`config.mk`:
```
export PLATFORM = sky130hd
export DESIGN_NAME = rrcsh_ram
export DESIGN_NICKNAME = d
export VERILOG_FILES = /design/src/sv/rrcsh_ram.sv
export SDC_FILE = /design/constraint.sdc
export NUM_CORES = 2
export LEC_CHECK = 0
export BUFFER_PORTS_ARGS = -buffer_cell sky130_fd_sc_hd__buf_2
export CELL_PAD_IN_SITES_DETAIL_PLACEMENT = 1
export CELL_PAD_IN_SITES_GLOBAL_PLACEMENT = 2
export CORE_MARGIN = 10
export CORE_UTILIZATION = 31
export CTS_BUF_LIST = sky130_fd_sc_hd__clkbuf_8
export DETAILED_ROUTE_END_ITERATION = 7
export GPL_ROUTABILITY_DRIVEN = 0
export PLACE_DENSITY_LB_ADDON = 0.12
export SETUP_SLACK_MARGIN = 0.02
export SKIP_LAST_GASP = 1
export SLEW_MARGIN = 30
export SYNTH_ARGS = -nofsm -noshare
export SYNTH_HDL_FRONTEND = slang
export SYNTH_SLANG_ARGS = --single-unit
```
`constraint.sdc`:
```
create_clock -name aclk -period 8.3 [get_ports aclk]
set_input_delay 1.66 -clock aclk [delete_from_list [all_inputs] [get_ports aclk]]
set_output_delay 1.66 -clock aclk [all_outputs]
set_load 0.005 [all_outputs]
```
`src/sv/rrcsh_ram.sv`:
```
`default_nettype none

module rrcsh_ram #(
    parameter int WIDTH = 32,
    parameter int DEPTH = 120,
    localparam int AW = (DEPTH > 1) ? $clog2(DEPTH) : 1
) (
    input  wire logic             aclk,
    input  wire logic             wr_en,
    input  wire logic [AW-1:0]    wr_addr,
    input  wire logic [WIDTH-1:0] wr_data,
    input  wire logic             rd_en,
    input  wire logic [AW-1:0]    rd_addr,
    output logic      [WIDTH-1:0] rd_data
);

    logic [WIDTH-1:0] mem [DEPTH];
    logic [WIDTH-1:0] rd_data_reg;

    // Write port and registered read port; a read at the write address returns the old data
    always_ff @(posedge aclk) begin
        if (wr_en) begin
            mem[wr_addr] <= wr_data;
        end
        if (rd_en) begin
            rd_data_reg <= mem[rd_addr];
        end
    end

    assign rd_data = rd_data_reg;

endmodule

`default_nettype wire

```
# Word level (Yosys, flattened, before mapping)
# Memory sizes are Yosys's and may differ from the RTL's. A register that Yosys moved wholly into a read port is not among the register bits.
# Cells that the tools add are included.
[classes]
muxes = 2
[ops]
columns = ["op", "count"]
rows = [
  ["1-bit 2-to-1 mux", 2],
]
[word_totals]
elab_cells = 3
regBits = 0
n_memories = 1
ramBits = 3840
inputBits = 49
[mem_list]
columns = ["memory", "depth", "width", "read_ports", "rd_clocked_by_memory_dff", "write_ports", "line_no", "text"]
rows = [
  ["mem", 120, 32, 1, 1, 1, "17", "logic [WIDTH-1:0] mem [DEPTH];"],
]

# Depth between registers and ports, before layout
[depth]
word_depth = 2
depth_mapped = 11
ltp_nobuf = 6

# Worst setup path before layout
# OpenSTA, ideal clock, no wires.
[synth_path]
path_type = "input -> register"
from = "input wr_addr[6]"
to = "memory mem[72][0] (enable)"
setup_slack_ns = 2.555
required_ns = 7.798
arrival_time_ns = 5.243
path_stages = 4
cell_sequence = "nor2b_1 clkbuf_1 nand3_1 nor4_1"
[synth_rtl]
columns = ["element", "line_no", "text"]
rows = [
  ["start: declaration", "10", "input wire logic [AW-1:0] wr_addr,"],
  ["end: declaration", "17", ""],
]
# No word-level cell before the write port.

==> metrics <==
CP arrival=5.72 ns; clock sinks=3872; Final Cycle Share=57.62%; synthesized area=148200 µm²; asr flop ratio synth=0%; IO Pins=81; commonest non-fill, non-tap cell in the layout=edfxtp_1; final WL=523.9 mm; Crit Path Category=in2reg; Root Driver=clkbuf_8; hold buffer count at CTS=0; starting density of the core=31.17%; EDFF count, synth=3872; Resize count post-CTS=0; leak pwr=53.21 nW; RSZ-0062 raised after global routing=false; Final nets=7134; clk_lat worst skew=1.24 ns; Via density=5.261; Post-CTS Setup Inserts=0; worst hold path class=in2reg; Worst setup EP type=flop; final period demand of the worst path=4.783 ns; cells along the critical path=buf_12 > buf_12 > mux4_2 > mux2_2 > o22ai_1 > a211oi_1 > o21ai_1 > a211oi_1; P per Cell Area=232.9 nW/µm²; DR iter-0 viols=7987; final instance area=171300 µm²; area of placed instances=159200 µm²; Hold Violations, Final=0; placed wire-length estimate=290.5 mm; Reg2Reg Depth=6; grt ovf=0; post-synth net total=6401; Num CTS Buffers=683; reg-to-reg endpoint=rd_data[24]; first-pass GRT wire length=706.8 mm; drt drc=0; status=finished, final reports clean; final setup fails=0; Post-Route Skew=0.06193 ns; Storage cell area=116300 µm²; Syn Area/Cell=23.33 µm²; relative slew slack=19.90%; drt first pass iters=5; Top delay family on crit path=compound AO/OA/AOI/OAI gates; DIE HEIGHT=711.4 µm; IO Port Bufs=80; area grow syn2layout=15.59%; Synth Warn #=0; total core area=475500 µm²; CTS clk-pin slew, worst paths=0.06 ns; CP Launch Type=primary input; max FFs per register=3840; clk buf depth=4; CTS tree=done; Setup crit end=rd_data[24]; Slew Limit Fails=0; ys flop type=edfxtp_1; H-Tree Depth=6; crit-path max cell delay=0.74 ns; setup TNS=0 ns; crit-path max FO=71; crit path from=rd_addr[0]; area leader, netlist=edfxtp_1; Yosys cell types=58; Post-Synthesis Cells=6352; GRT Util Overall=20.19%; Fill cells=45770; average wire per standard cell=37.46 µm; Synth area leaders=edfxtp_1 (78%), mux4_2 (16%), nand2_1 (0.76%), mux2i_1 (0.61%), nor2_1 (0.51%); post-synthesis register bit count=3872; WP data required=9.24 ns; share of post-route cells with drive strength above 1=32.83%; Fmax=209.1 MHz; worst r2r src=mem[51][24]; share of the synthesized area in the top cell type=78.46%; Rows=253; die width=711.4 µm; Worst R2R Setup Slack=5.04 ns; via count=73580; Max Cap Viol=0; die area=506100 µm²; area of the multi-input gates=31310 µm²; Buf/Inv on CP=2; Worst Tran Pin Value=1.202 ns; commonest cells after routing, fill and taps aside=edfxtp_1 (3872), mux4_2 (1067), clkbuf_8 (695), nand2_1 (299), buf_4 (282); largest net degree at the start of global routing=93; vias in the first global route=79400; Seq/Total Area, Yosys=78.46%; CP max-delay cell=o21ai_1; antenna-violating nets left=0; initial antenna violation count=57; CP Depth=8; Peak VDD IR=0.1605 mV
-- power by group --
| group | switching (mW) | leakage, nW | internal (mW) |
|---|---|---|---|
| logic | 1.52 | 11.5 | 0.755 |
| clock network | 8.01 | 6.89 | 7.92 |
| registers | 0.0582 | 34.8 | 21.6 |
| total | 9.59 | 53.2 | 30.3 |
-- how the worst min path moves through the flow --
stage                      startpoint     endpoint  slack (ns)  depth (start not counted)
final                      wr_data[4]   mem[34][4]        0.84                          1
after global routing      wr_data[25]  mem[39][25]        0.77                          1
after CTS                  wr_data[2]   mem[28][2]        0.69                          1
after detailed placement  mem[99][22]  rd_data[22]        1.03                          5
after global placement    mem[98][22]  rd_data[22]        1.01                          5
after floorplan           mem[114][6]   rd_data[6]        0.88                          5
-- cell usage after synthesis, types with 3 or more instances --
cell       number
mux2i_1        91
o311ai_0        7
and3_1         13
o2111ai_1       4
o31ai_1         4
a22oi_1         8
o21a_1          4
nor3_1         17
buf_4          56
nor2b_1        11
a311oi_1        9
nand2b_1       10
buf_6          22
nand3_1        52
a31oi_1        19
edfxtp_1     3872
or2_2           4
buf_1          43
o221ai_1        7
o22ai_1        51
a21oi_1        38
mux4_2       1067
clkbuf_1      116
nand2_1       302
a221oi_1        3
or3_1           3
clkinv_1        3
o211ai_1        7
inv_1           4
a211oi_1       39
nor2_1        201
buf_2         107
and2_1         18
a311o_1        11
nand4_1         9
o21ai_0        43
mux2_2         52
-- layout make-up --
| cell class | instances | share of cell area, % |
|---|---|---|
| antenna | 35 | 0.05113 |
| clock buffer | 695 | 5.585 |
| clock inverter | 480 | 1.328 |
| inverter | 8 | 0.03506 |
| multi-input combinational | 2127 | 18.28 |
| sequential | 3872 | 67.88 |
| tap | 6375 | 4.657 |
| timing repair buffer | 393 | 2.181 |
-- metal layers --
| metal | GRT usage, % | share of wire, % | vias to the layer above |
|---|---|---|---|
| met5 | 0 | 0.0044 | - |
| met1 | 27.92 | 44 | 41930 |
| met4 | 5.148 | 2.5 | 4 |
| met3 | 2.683 | 4.8 | 664 |
| met2 | 33.76 | 49 | 2301 |
| li1 | - | - | 28680 |
-- worst register-to-register path, cell delays in order, from the launching register on --
cell,delay [ns]
edfxtp_1,0.37
mux4_2,0.47
mux2_2,0.32
o22ai_1,0.66
a211oi_1,0.30
o21ai_1,0.74
a211oi_1,0.11
-- per-stage QoR --
stage	power [mW]	hold WS (ns)	util (%)	std cells	setup WS [ns]
after floorplan	23.11	0.8808	-	6352	2.555
after global placement	24.36	1.011	33.32	12740	1.278
after detailed placement	24.43	1.032	33.49	12770	2.147
after CTS	40.49	0.6872	35.98	13950	3.541
after global routing	41.36	0.7747	36.02	13970	3.454
final	39.90	0.8428	36.02	13990	3.517
-- kinds of logic after synthesis --
logic type / after synthesis / synth area share, %
AND/OR/NAND/NOR: 645 / 1.820
AO/OA/AOI/OAI: 272 / 1.245
buffers and inverters: 353 / 1.245
flip-flops: 3872 / 78.46
multiplexers: 1210 / 17.23
No activity file was read; power rests on OpenSTA's default activity.
