`src/sv/rrcsh_pkg.sv`:
```
`default_nettype none

package rrcsh_pkg;

    // Field widths fixed by the item and register formats
    localparam int POS_W      = 20;
    localparam int HALF_W     = 19;
    localparam int TRIG_W     = 16;
    localparam int SIZE_W     = 16;
    localparam int BIN_W      = 7;
    localparam int OUT_CNT_W  = 32;
    localparam int CFG_IDX_W  = 3;
    localparam int CFG_DATA_W = 20;

    // Datapath widths of the rotation
    localparam int DIFF_W = POS_W + 1;
    localparam int PROD_W = DIFF_W + TRIG_W;
    localparam int SUM_W  = PROD_W + 1;
    localparam int FRAC_W = 14;

    // Defaults for the top level parameters
    localparam int DEFAULT_NUM_BINS    = 120;
    localparam int DEFAULT_COUNT_WIDTH = 32;

    // Reset value of the cosine register (1.0 in Q1.14)
    localparam logic signed [TRIG_W-1:0] COS_RESET = 16'sd16384;

    // Register indexes
    localparam logic [CFG_IDX_W-1:0] CFG_CENTER_X    = 3'd0;
    localparam logic [CFG_IDX_W-1:0] CFG_CENTER_Y    = 3'd1;
    localparam logic [CFG_IDX_W-1:0] CFG_HALF_WIDTH  = 3'd2;
    localparam logic [CFG_IDX_W-1:0] CFG_HALF_HEIGHT = 3'd3;
    localparam logic [CFG_IDX_W-1:0] CFG_COS_ANGLE   = 3'd4;
    localparam logic [CFG_IDX_W-1:0] CFG_SIN_ANGLE   = 3'd5;

    // ROI geometry handed to the classifier
    typedef struct packed {
        logic signed [POS_W-1:0]  center_x;
        logic signed [POS_W-1:0]  center_y;
        logic        [HALF_W-1:0] half_width;
        logic        [HALF_W-1:0] half_height;
        logic signed [TRIG_W-1:0] cos_angle;
        logic signed [TRIG_W-1:0] sin_angle;
    } roi_cfg_t;

    // Stage load strobes for the classifier pipeline
    typedef struct packed {
        logic load_diff;
        logic load_prod;
    } roi_load_t;

endpackage

`default_nettype wire

```
`src/sv/rrcsh_roi.sv`:
```
`default_nettype none

module rrcsh_roi (
    input  wire logic                               aclk,
    input  wire rrcsh_pkg::roi_cfg_t                cfg,
    input  wire rrcsh_pkg::roi_load_t               load,
    input  wire logic signed [rrcsh_pkg::POS_W-1:0] pos_x,
    input  wire logic signed [rrcsh_pkg::POS_W-1:0] pos_y,
    output logic                                    in_roi
);

    localparam int DW = rrcsh_pkg::DIFF_W;
    localparam int PW = rrcsh_pkg::PROD_W;
    localparam int SW = rrcsh_pkg::SUM_W;

    logic signed [DW-1:0] dx_reg, dy_reg;
    logic signed [PW-1:0] xc_reg, ys_reg, yc_reg, xs_reg;
    logic signed [SW-1:0] u, v;
    logic        [SW-1:0] u_mag, v_mag, u_lim, v_lim;

    // Offset from the ROI center
    always_ff @(posedge aclk) begin
        if (load.load_diff) begin
            dx_reg <= DW'(pos_x) - DW'(cfg.center_x);
            dy_reg <= DW'(pos_y) - DW'(cfg.center_y);
        end
    end

    // Rotation products
    always_ff @(posedge aclk) begin
        if (load.load_prod) begin
            xc_reg <= PW'(dx_reg) * PW'(cfg.cos_angle);
            ys_reg <= PW'(dy_reg) * PW'(cfg.sin_angle);
            yc_reg <= PW'(dy_reg) * PW'(cfg.cos_angle);
            xs_reg <= PW'(dx_reg) * PW'(cfg.sin_angle);
        end
    end

    // Rotate, take magnitudes and compare strictly against the scaled half extents
    always_comb begin
        u     = SW'(xc_reg) + SW'(ys_reg);
        v     = SW'(yc_reg) - SW'(xs_reg);
        u_mag = u[SW-1] ? SW'(-u) : SW'(u);
        v_mag = v[SW-1] ? SW'(-v) : SW'(v);
        u_lim = SW'({cfg.half_width, {rrcsh_pkg::FRAC_W{1'b0}}});
        v_lim = SW'({cfg.half_height, {rrcsh_pkg::FRAC_W{1'b0}}});
        in_roi = (u_mag < u_lim) && (v_mag < v_lim);
    end

endmodule

`default_nettype wire
```
`config.mk`:
```
export PLATFORM = sky130hd
export DESIGN_NAME = rrcsh_roi
export DESIGN_NICKNAME = d
export VERILOG_FILES = /design/src/sv/rrcsh_pkg.sv /design/src/sv/rrcsh_roi.sv
export SDC_FILE = /design/constraint.sdc
export NUM_CORES = 2
export LEC_CHECK = 0
export BUFFER_PORTS_ARGS = -buffer_cell sky130_fd_sc_hd__buf_2
export CAP_MARGIN = 25
export CORE_MARGIN = 1
export CORE_UTILIZATION = 39
export DETAILED_ROUTE_END_ITERATION = 16
export PLACE_DENSITY_LB_ADDON = 0.3
export REMOVE_ABC_BUFFERS = 1
export SLEW_MARGIN = 20
export SYNTH_ARGS = -nofsm -noshare
export SYNTH_HDL_FRONTEND = slang
export SYNTH_SLANG_ARGS = --single-unit
```
`constraint.sdc`:
```
create_clock -name aclk -period 22.3 [get_ports aclk]
set_input_delay 3.345 -clock aclk [delete_from_list [all_inputs] [get_ports aclk]]
set_output_delay 3.345 -clock aclk [all_outputs]
set_load 0.03 [all_outputs]
```
== Yosys cells after proc, flatten, opt, wreduce, memory -nomap -nowiden ==
Cells that the tools add are included.
Storage, ports and cells
  register bits: 190
  bits in latches: 0
  RAM bits: 0
  ROM bits: 0
  output and inout bits: 1
  word-level logic and storage cells: 21
  memories: 0
Cells by class
  add/subtract/negate cells: 6
  $mul: 4
  divide/modulo/power cells: 0
  $lt $le $gt $ge: 2
  equal/unequal tests: 0
  shifts and indexed selects: 0
  muxes and demuxes: 2
  bitwise gates (word level): 0
  reductions and logical operators: 1
Operator list (count)
  multiplier 21 x 16 -> 37 bit: 4
  < comparator 38 x 33 -> 1 bit: 2
  two-way mux 38 bit: 2
  negation 38 bit: 2
  subtractor 20 x 20 -> 21 bit: 2
  adder 37 x 37 -> 38 bit: 1
  subtractor 37 x 37 -> 38 bit: 1
  logical AND 1 bit: 1

== Longest topological paths before layout ==
  depth in word-level cells: 5
  depth in mapped cells: 28
  mapped depth without buffers: 28

== Worst setup path before layout ==
Ideal clock, no wire load.
  kind: input port to flip-flop
  start point: input cfg[1] (netlist name)
  end point: register xs_reg[35] (data pin)
  library setup time: 258 ps
  data arrival time: 9406 ps
  data required time: 22042 ps
  path slack: 12637 ps
  cell stages on the path: 27
  buffers on the path: 1
  cells stage by stage: clkbuf_1 -> nand2_1 -> fa_1 -> inv_1 -> fa_1 -> inv_1 -> fa_1 -> inv_1 -> fa_1 -> inv_1 -> fa_1 -> inv_1 -> fa_1 -> ha_1 -> a21o_1 -> a21o_1 -> a31oi_1 -> nand2_1 -> o211ai_1 -> a31o_2 -> o21ai_0 -> a221o_1 -> a21o_1 -> nand2_1 -> o211ai_1 -> a21oi_1 -> xnor2_1
Between the ends
  cells in the longest elaborated chain, start to end: 1
RTL lines
  start: declaration: RTL line rrcsh_roi.sv:5  | input wire rrcsh_pkg::roi_cfg_t cfg,
  multiplier 21 x 16 -> 37 bit: RTL line rrcsh_roi.sv:35  | xs_reg <= PW'(dx_reg) * PW'(cfg.sin_angle);
  end signal: assignment: RTL line rrcsh_roi.sv:35
  end: declaration: RTL line rrcsh_roi.sv:17  | logic signed [PW-1:0] xc_reg, ys_reg, yc_reg, xs_reg;
No other way between the ends.
A chain may end at the register's enable or synchronous reset.

== Worst setup path after layout ==
  start point: register xc_reg[0]
  end point: output in_roi
Between the ends
  cells in the longest elaborated chain, start to end: 5
RTL lines
  start: declaration: RTL line rrcsh_roi.sv:17
  start signal: assignment: RTL line rrcsh_roi.sv:32  | xc_reg <= PW'(dx_reg) * PW'(cfg.cos_angle);
  adder 37 x 37 -> 38 bit *: RTL line rrcsh_roi.sv:41  | u = SW'(xc_reg) + SW'(ys_reg);
  negation 38 bit: RTL line rrcsh_roi.sv:43  | u_mag = u[SW-1] ? SW'(-u) : SW'(u);
  two-way mux 38 bit *: RTL line rrcsh_roi.sv:43
  < comparator 38 x 33 -> 1 bit *: RTL line rrcsh_roi.sv:47  | in_roi = (u_mag < u_lim) && (v_mag < v_lim);
  logical AND 1 bit *: RTL line rrcsh_roi.sv:47
  end: declaration: RTL line rrcsh_roi.sv:9  | output logic in_roi
Every way passes the cells marked *; elsewhere a longest branch is shown, timed or not.

==> impl_metrics.py <==
metrics = {
    "logic_synthesis": {
        "synthFlopType": "edfxtp_1",
        "synth-edff-count": 190,
        "synth.yosys.seq_area_share_pct": 9.10,
        "yosysTopAreaCell": "fa_1",
        "async_flop_share_pct": 0,
        "synth_top_family_by_area": "adder cells",
        "ys.warnings.count": 0,
        "netlist.area_leader.share_pct": 42.5,
        "yosysMostFrequentCell": "inv_1",
        "synth_seq_cells": 190,
        "synth.top_cells.by_count": "inv_1, fa_1, nand2_1, and2_1, ha_1",
        "netlist_instances": 6946,
        "synthSimpleGateAreaFrac_pct": 15.1,
        "syn-cell-area_um2": 62700,
        "synth_area_leaders": "fa_1, ha_1, inv_1, edfxtp_1, nand2_1",
        "synth_compound_area_share_pct": 7.18,
        "synth_xor_area_share_pct": 3.77,
        "synthDistinctLibCells": 86,
        "synth-adder-area-share_pct": 52.9,
        "muxShareOfSynthArea_pct": 0.148,
        "syn_avg_cell_area_um2": 9.03,
    },
    "routing": {
        "vias": 45925,
        "routed_via_density": 5.10,
        "drc": 0,
        "wl_um": 161000,
        "dr.pass1.iters": 6,
        "antenna_left": 0,
        "detail_route.wl_per_cell_um": 17.9,
        "drt_iter0_markers": 2928,
    },
    "cts": {
        "cts_made_buffers": 17,
        "ctsHoldBuffers": 0,
        "post_cts_buffers": 0,
        "ctsLongestPathBuffers": 2,
        "clock_latency_ps": 530,
        "clkSinkCount": 190,
        "cts_tree": "done",
        "post_cts_resize_count": 0,
        "root_buffer": "clkbuf_16",
        "cts_htree_levels": 4,
        "clk_pin_slew_ps": 80,
    },
    "sta": {
        "fin_crit_sh_pct": 50.2,
        "slew_headroom_pct": 27.3,
        "finalClockSkew_ps": 18.3,
        "period_minus_slack_ps": 11200,
        "drv_slew": 0,
        "hold_violations": 0,
        "tightest_slew_ps": 1090,
        "timing.fmax_ghz": 0.0893,
        "fin_hold_ws_ps": 1040,
        "final-setup-viol-count": 0,
        "rsz0062_at_grt": "false",
        "setup_tns_ps": 0,
    },
    "worst_hold_path": {
        "hp-class": "register to register",
    },
    "critical_path": {
        "cp.arrival_ps": 7850,
        "endpoint": "in_roi",
        "r2r_slack_ps": 14610,
        "crit_path_max_fanout": 5,
        "worstRegToRegCells": 23,
        "crit_path_start": "xc_reg[0]",
        "critPathRequiredTime_ps": 18950,
        "worstSetupPathType": "register to output port",
        "r2r_end": "xs_reg[35]",
        "crit_path_end_kind": "output port",
        "rr_startpoint": "dx_reg[10]",
        "critPathLaunchType": "register",
    },
    "layout": {
        "drive_gt1_share_pct": 4.46,
        "area_growth_pct": 5.74,
        "fillCellCount": 15838,
        "stdcell_count": 9007,
        "regArea_um2": 5710,
        "utilization_pct": 41.7,
        "multi_input_area_um2": 49600,
        "layout.nets": 8922,
    },
    "floorplan": {
        "start_util_pct": 39.4,
        "die-area_um2": 162000,
        "fp-row-count": 146,
        "die_h_um": 403,
        "fp.coreArea_um2": 159000,
        "die_width_um": 403,
        "ios": 154,
    },
    "grt": {
        "grt-ovfl-total": 0,
        "grt_max_degree": 76,
        "grt_pass1_wl_um": 267000,
        "grt_pass1_vias": 48929,
        "grtUsageTotal_pct": 20.9,
        "antenna_found_initial": 5,
    },
    "placed_design": {
        "io_buffers": 153,
        "dp_cells": 8970,
        "hpwl_um": 123000,
        "gp_congestion": 0.882,
    },
    "status": {
        "outcome": "finished, final reports clean",
    },
    "flow_run": {
        "maxCapViolations": 0,
    },
}
==> per-stage QoR <==
step | area [µm²] | setup slack, ps
final | 66300 | 11100
after global routing | 66300 | 10760
after CTS | 66200 | 10980
after detailed placement | 65600 | 11490
after global placement | 65600 | 11400
after floorplan | 61600 | 12910
==> logic make-up after synthesis <==
family / after synthesis
buffers and inverters: 1978
AND/OR/NAND/NOR: 1959
adder cells (fa/ha/maj): 1850
AO/OA/AOI/OAI: 690
XOR/XNOR: 270
flip-flops: 190
multiplexers: 9
==> layer usage <==
layer	wire length [µm]	GRT usage (%)	part of all wire (%)	vias to the layer above
li1	-	-	-	20872
met1	71800	29.0	44	23644
met2	75700	34.3	47	1227
met3	8080	2.09	5.0	180
met4	5840	7.02	3.6	2
met5	9	0	0.0056	-
==> worst min path at each step <==
stage	start	to	slack, ps	cells past startpoint
6_report	dx_reg[0]	xc_reg[0]	1040	2
2_1_floorplan	dx_reg[0]	xc_reg[0]	910	1
5_1_grt	dx_reg[0]	xc_reg[0]	1090	2
3_3_place_gp	dx_reg[0]	xc_reg[0]	1020	2
4_1_cts	dx_reg[0]	xc_reg[0]	1070	2
3_5_place_dp	dx_reg[0]	xc_reg[0]	1060	2
==> layout make-up <==
cell class,count,area share [%]
antenna,3,0.0113
clock buffer,18,0.647
clock inverter,14,0.266
inverter,1696,9.60
multi-input combinational,4778,74.8
sequential,190,8.61
tap,2072,3.91
timing repair buffer,236,2.20
==> placed cells by master, fill, tap and decap left out, types with 79 or more instances in the layout <==
cell	synthesis	final
and2_1	523	523
buf_4	0	79
nand2_1	889	889
o21ai_0	123	122
buf_2	4	152
edfxtp_1	190	190
a21oi_1	208	208
inv_1	1696	1696
fa_1	1332	1332
nor2_1	228	228
xnor2_1	203	203
a21o_1	86	86
ha_1	518	518
==> worst max-delay path, cell delays in order (launching register included) <==
cell,delay [ps]
edfxtp_1,380
ha_1,250
fa_1,430
a211oi_2,380
o21bai_2,190
a211o_1,310
a211o_1,340
a2111oi_4,220
nand3_2,210
nor4_4,380
and4b_1,290
nor4b_4,400
and4b_1,410
nor2_1,80
xnor2_1,490
ha_1,370
a21o_1,190
a2111oi_0,410
o21ai_0,170
a41oi_1,170
o21ai_0,110
a21oi_1,240
o2111ai_1,180
buf_4,230
nor3_1,220
buf_2,250
Power is not shown: default switching activity piles up to over one toggle a cycle in this logic, so the estimate is an artifact.
